[config.mk]
export PLATFORM = sky130hd
export DESIGN_NAME = lse_hdiv
export DESIGN_NICKNAME = d
export VERILOG_FILES = /design/src/rtl/lse_pkg.sv /design/src/rtl/lse_hdiv.sv
export SDC_FILE = /design/constraint.sdc
export NUM_CORES = 2
export LEC_CHECK = 0
export ABC_AREA = 0
export BUFFER_PORTS_ARGS = -buffer_cell sky130_fd_sc_hd__buf_2
export CAP_MARGIN = 40
export CORE_MARGIN = 3
export CORE_UTILIZATION = 50
export DETAILED_ROUTE_END_ITERATION = 8
export PLACE_DENSITY_LB_ADDON = 0.15
export SYNTH_ARGS = -nofsm -noshare
export SYNTH_HDL_FRONTEND = slang
export SYNTH_SLANG_ARGS = --single-unit
[constraint.sdc]
create_clock -name i_clk -period 9.9 [get_ports i_clk]
set_clock_uncertainty 0.05 [all_clocks]
set_input_delay 0.495 -clock i_clk [delete_from_list [all_inputs] [get_ports i_clk]]
set_output_delay 0.495 -clock i_clk [all_outputs]
set_load 0.005 [all_outputs]
[src/rtl/lse_pkg.sv]
package lse_pkg;

    localparam int COORD_FRAC_BITS_DEF = 16;
    localparam int ONE_Q16             = 65536;
    localparam int HEART_BIAS_Q16      = 91750;

    // sine pipeline: squaring, four Horner steps, final scale
    localparam int SINE_LAT = 6;

    // square root and divider, two result bits per stage
    localparam int STEPS_PER_STAGE = 2;
    localparam int SQRT_ITERS      = 17;
    localparam int DIV_ITERS       = 18;
    localparam int SQRT_STAGES     = (SQRT_ITERS + STEPS_PER_STAGE - 1) / STEPS_PER_STAGE;
    localparam int DIV_STAGES      = (DIV_ITERS + STEPS_PER_STAGE - 1) / STEPS_PER_STAGE;
    localparam int HDIV_LAT        = SQRT_STAGES + DIV_STAGES + 2;

    // input, phase, sines, heart term, profile, scale, product, output
    localparam int PIPE_LAT = 2 + SINE_LAT + HDIV_LAT + 4;

    localparam logic [1:0] CFG_OUTER = 2'd0;
    localparam logic [1:0] CFG_INNER = 2'd1;
    localparam logic [1:0] CFG_LOBES = 2'd2;

endpackage

[src/rtl/lse_hdiv.sv]
module lse_hdiv (
    input  logic               i_clk,
    input  logic signed [17:0] i_sin,
    input  logic signed [17:0] i_cos,
    output logic signed [18:0] o_term
);

    localparam int SqSt = lse_pkg::SQRT_STAGES;
    localparam int DvSt = lse_pkg::DIV_STAGES;
    localparam int Per  = lse_pkg::STEPS_PER_STAGE;

    typedef struct packed {
        logic [20:0] rem;
        logic [16:0] root;
        logic [33:0] x;
    } t_sq;

    typedef struct packed {
        logic [18:0] rem;
        logic [17:0] q;
        logic [17:0] x;
    } t_dv;

    function automatic t_sq sq_steps(input t_sq st, input int cnt);
        t_sq         o;
        logic [20:0] trial;
        o = st;
        for (int m = 0; m < Per; m++) begin
            if (m < cnt) begin
                o.rem = {o.rem[18:0], o.x[33:32]};
                o.x   = {o.x[31:0], 2'b00};
                trial = {2'b00, o.root, 2'b01};
                if (o.rem >= trial) begin
                    o.rem  = o.rem - trial;
                    o.root = {o.root[15:0], 1'b1};
                end else begin
                    o.root = {o.root[15:0], 1'b0};
                end
            end
        end
        return o;
    endfunction

    function automatic t_dv dv_steps(input t_dv st, input logic [17:0] d, input int cnt);
        t_dv o;
        o = st;
        for (int m = 0; m < Per; m++) begin
            if (m < cnt) begin
                o.rem = {o.rem[17:0], o.x[17]};
                o.x   = {o.x[16:0], 1'b0};
                if (o.rem >= {1'b0, d}) begin
                    o.rem = o.rem - {1'b0, d};
                    o.q   = {o.q[16:0], 1'b1};
                end else begin
                    o.q   = {o.q[16:0], 1'b0};
                end
            end
        end
        return o;
    endfunction

    function automatic int stage_cnt(input int total, input int j);
        int c;
        c = total - Per * (j - 1);
        if (c > Per) c = Per;
        return c;
    endfunction

    t_sq                sq_init;
    t_sq                r_sq  [1:SqSt];
    t_sq                n_sq  [1:SqSt];
    logic signed [17:0] r_sc  [1:SqSt];
    logic [16:0]        s_pos;

    logic signed [35:0] num;
    logic signed [35:0] num_abs;
    logic signed [18:0] den;
    logic [32:0]        r_mag;
    logic               r_mneg;
    logic [17:0]        r_md;

    t_dv                dv_init;
    t_dv                r_dv   [1:DvSt];
    t_dv                n_dv   [1:DvSt];
    logic [17:0]        r_dd   [1:DvSt];
    logic               r_dneg [1:DvSt];
    logic signed [18:0] r_term;

    assign s_pos   = i_sin[17] ? '0 : i_sin[16:0];
    assign sq_init = '{rem: '0, root: '0, x: {1'b0, s_pos, 16'h0000}};

    always_comb begin
        n_sq[1] = sq_steps(sq_init, stage_cnt(lse_pkg::SQRT_ITERS, 1));
        for (int j = 2; j <= SqSt; j++) begin
            n_sq[j] = sq_steps(r_sq[j-1], stage_cnt(lse_pkg::SQRT_ITERS, j));
        end
    end

    // c * sqrt(s) over (1.4 - c), divided as magnitudes
    assign num     = r_sc[SqSt] * $signed({1'b0, r_sq[SqSt].root});
    assign num_abs = num[35] ? -num : num;
    assign den     = 19'(lse_pkg::HEART_BIAS_Q16) - 19'(r_sc[SqSt]);
    assign dv_init = '{rem: {4'b0000, r_mag[32:18]}, q: '0, x: r_mag[17:0]};

    always_comb begin
        n_dv[1] = dv_steps(dv_init, r_md, stage_cnt(lse_pkg::DIV_ITERS, 1));
        for (int j = 2; j <= DvSt; j++) begin
            n_dv[j] = dv_steps(r_dv[j-1], r_dd[j-1], stage_cnt(lse_pkg::DIV_ITERS, j));
        end
    end

    always_ff @(posedge i_clk) begin
        r_sq[1] <= n_sq[1];
        r_sc[1] <= i_cos;
        for (int j = 2; j <= SqSt; j++) begin
            r_sq[j] <= n_sq[j];
            r_sc[j] <= r_sc[j-1];
        end
        r_mag   <= num_abs[32:0];
        r_mneg  <= num[35];
        r_md    <= den[17:0];
        r_dv[1]   <= n_dv[1];
        r_dd[1]   <= r_md;
        r_dneg[1] <= r_mneg;
        for (int j = 2; j <= DvSt; j++) begin
            r_dv[j]   <= n_dv[j];
            r_dd[j]   <= r_dd[j-1];
            r_dneg[j] <= r_dneg[j-1];
        end
        r_term <= r_dneg[DvSt] ? -$signed({1'b0, r_dv[DvSt].q})
                               : $signed({1'b0, r_dv[DvSt].q});
    end

    assign o_term = r_term;

endmodule

==> impl_results.md <==
- Status: complete, no violations
- Clock-pin slew on the worst setup and hold paths: 0.06 ns
- Ant diodes: 0
- CTS root buf: clkbuf_16
- Dominant synthesized flop cell: dfxtp_1
- Drt drc: 0
- Crit end category: flop
- Area of the multi-input gates: 37200 um2
- Worst Max-Slew Pin Slew: 0.8969 ns
- Routed vias: 43.89k
- DR vias/cell: 5.318
- Post-synth ARST share: 0
- Most common cell after layout, fill and taps aside: dfxtp_1
- Register area: 18960 um2
- Unique masters post-synth: 85
- Hold WC Path Type: in2reg
- Share of cells above drive strength 1: 0.07936
- Setup tns final: 0 ns
- Post-route ant nets: 0
- Synth warnings: 0
- Register area share after synthesis: 0.3169
- Yosys reg bits: 947
- Gr usage total: 0.2168
- Chip height: 351.9 um
- Number of I/O pins: 56
- Most frequent cells in the layout: 947 x dfxtp_1, 836 x inv_1, 563 x ha_1
- Port bufs: 55
- Global route total overflow: 0
- Initial Utilization: 0.5052
- Inserted Clock Buffers: 99
- Share of the synthesized area in the top cell type: 0.3169
- Final Cycle Share: 0.8071
- Final #Nets: 7503
- Cts repair resizes: 0
- Min cycle time layout: 7.990 ns
- Global-route wire length before repair: 220200 um
- First-pass iteration count of the detailed router: 6
- Largest stage delay, worst path: 0.86 ns
- Crit Path Class: reg2reg
- Buffers and inverters on the worst path: 5
- Row count: 126
- Wire length per cell: 16.13 um
- Synthesis-to-finish area growth: 9.716%
- Endpoints failing setup: 0
- H-tree depth: 3
- Worst Path Required: 10.36 ns
- Top delay family on crit path: adder cells
- Clock sink count: 947
- Post-synthesis instance total: 6503
- Die Wd: 351.9 um
- Most frequent CP cell: fa_1
- Final Max Slew Viols: 0
- CTS tree: yes
- HPWL Detailed: 106900 um
- Arrival @ worst endpoint: 8.45 ns
- Crit-path slowest cell: dfxtp_1
- Post-synth EDFFs: 0
- Vias in the first global route: 43.47k
- Slew HR: 0.3866
- Initial antenna violation count: 1
- Final WL: 133100 um
- Critical Path Source Type: flop
- Final Hold Viols: 0
- MaxCap Viol Count: 0
- Die area: 123800 um2
- Area contributors post-synth: dfxtp_1 32%, ha_1 12%, fa_1 11%
- Post-CTS Setup Inserts: 0
- Initial DRC Count: 2436
- Clock Path Buffers: 3
- Placer Congestion: 0.8882
- # fillers: 10.77k
- Max Clock Freq: 0.1252 GHz
- Syn Std Cell Area: 59820 um2
- Sequence of cells on the critical path: nand2_1, fa_1, inv_1, fa_1, inv_1, fa_1, inv_1, fa_1, fa_1, inv_1, fa_1, inv_1, ha_1, a21o_1, a21o_1, a211oi_1, o31a_1, xnor2_1, or3_1, or4_1, nor2_1, a31oi_1, xor2_1
- Largest net degree at the start of global routing: 30
- CP Max Fanout: 20
- Clk_lat worst skew: 0.67 ns
- Core region area: 118400 um2
- Cell taking the most area after synthesis: dfxtp_1
- Avg Synthesized Cell Area: 9.198 um2
- RSZ-0062 raised after global routing: no
- Synthesized net count: 7435
[layer usage]
layer | global-route usage | routed length [um] | up-vias
met5 | 0 | 0 | -
met4 | 0.07379 | 4379 | 0
met3 | 0.02298 | 4633 | 219
met2 | 0.3681 | 62460 | 773
met1 | 0.2877 | 61660 | 20723
li1 | - | - | 22178
[state kept, by name, summed over array words and instances, names as in the netlist]
signal and flops:
r_md 18, r_sq 255, r_sc 162, r_dv 306
r_mag 33, r_mneg 1, r_dd 144, r_dneg 9
o_term 19
[cell usage after synthesis (all sizes together), types with 34 or more instances]
master / instances
nor4: 41
mux2i: 36
and2: 212
ha: 563
nor2b: 91
xor2: 139
o21bai: 37
nor3: 129
nand4: 55
o211ai: 36
nand2: 436
a21oi: 366
nand2b: 58
dfxtp: 947
clkbuf: 131
or3: 51
nand3: 74
o21ai: 264
xnor2: 319
a21o: 139
mux2: 213
o21a: 93
a31oi: 40
a211oi: 43
inv: 840
nor2: 394
and3: 39
o31ai: 34
fa: 332
[final timing paths]
check | startpoint | to | slack (ns) | cells after the start
min | i_sin[0] | r_sq[0][88] | 0.07 | 2
max | r_sc[0][167] | r_mag[26] | 1.91 | 23
min reg2reg | r_sc[0][125] | r_sc[0][143] | 0.27 | 0
max reg2reg | r_sc[0][167] | r_mag[26] | 1.91 | 23
[repair_timing]
action | CTS | global route
endpoints found under the setup margin | 0 | 0
endpoints found under the hold margin | 33 | 0
hold buffers | 32 | 0
[through the flow]
step           std cells  setup WS (ns)  hold slack [ns]  area [um2]    util
6_report            8253          1.910          0.06964       65630  0.5543
5_1_grt             8253          1.509          0.03763       65630  0.5543
3_3_place_gp        8029          1.597           0.2596       61730  0.5214
4_1_cts             8251          1.481        0.0009969       65610  0.5542
3_5_place_dp        8036          1.501           0.2621       61810  0.5220
2_1_floorplan       6503          2.444           0.2596       59820       -
[layout make-up]
type                    count  share of cell area
clock buffers             125             0.04139
clock inverters            58             0.01169
inverters                 842             0.04816
multi-input cells        4568              0.5669
flip-flops and latches    947              0.2889
well taps                1600             0.03050
repair buffers            113             0.01251
[cell families after synthesis]
group                    synth area share
AO/OA/AOI/OAI                      0.1371
XOR/XNOR                          0.06706
adder cells (fa/ha/maj)            0.2289
buffers and inverters             0.06223
flip-flops                         0.3169
multiplexers                      0.04612
AND/OR/NAND/NOR                    0.1416
[worst register-to-register path, stage by stage, from the launching register on]
cell      delay, ns
dfxtp_1        0.86
nand2_1        0.19
fa_1           0.59
inv_1          0.05
fa_1           0.49
inv_1          0.05
fa_1           0.47
inv_1          0.05
fa_1           0.50
fa_1           0.55
inv_1          0.06
fa_1           0.54
inv_1          0.04
ha_1           0.38
a21o_1         0.22
a21o_1         0.17
a211oi_1       0.44
o31a_1         0.37
xnor2_1        0.13
or3_1          0.44
or4_1          0.55
nor2_1         0.37
a31oi_1        0.16
xor2_1         0.16
Power is not shown: default switching activity piles up to over one toggle a cycle in this logic, so the estimate is an artifact.
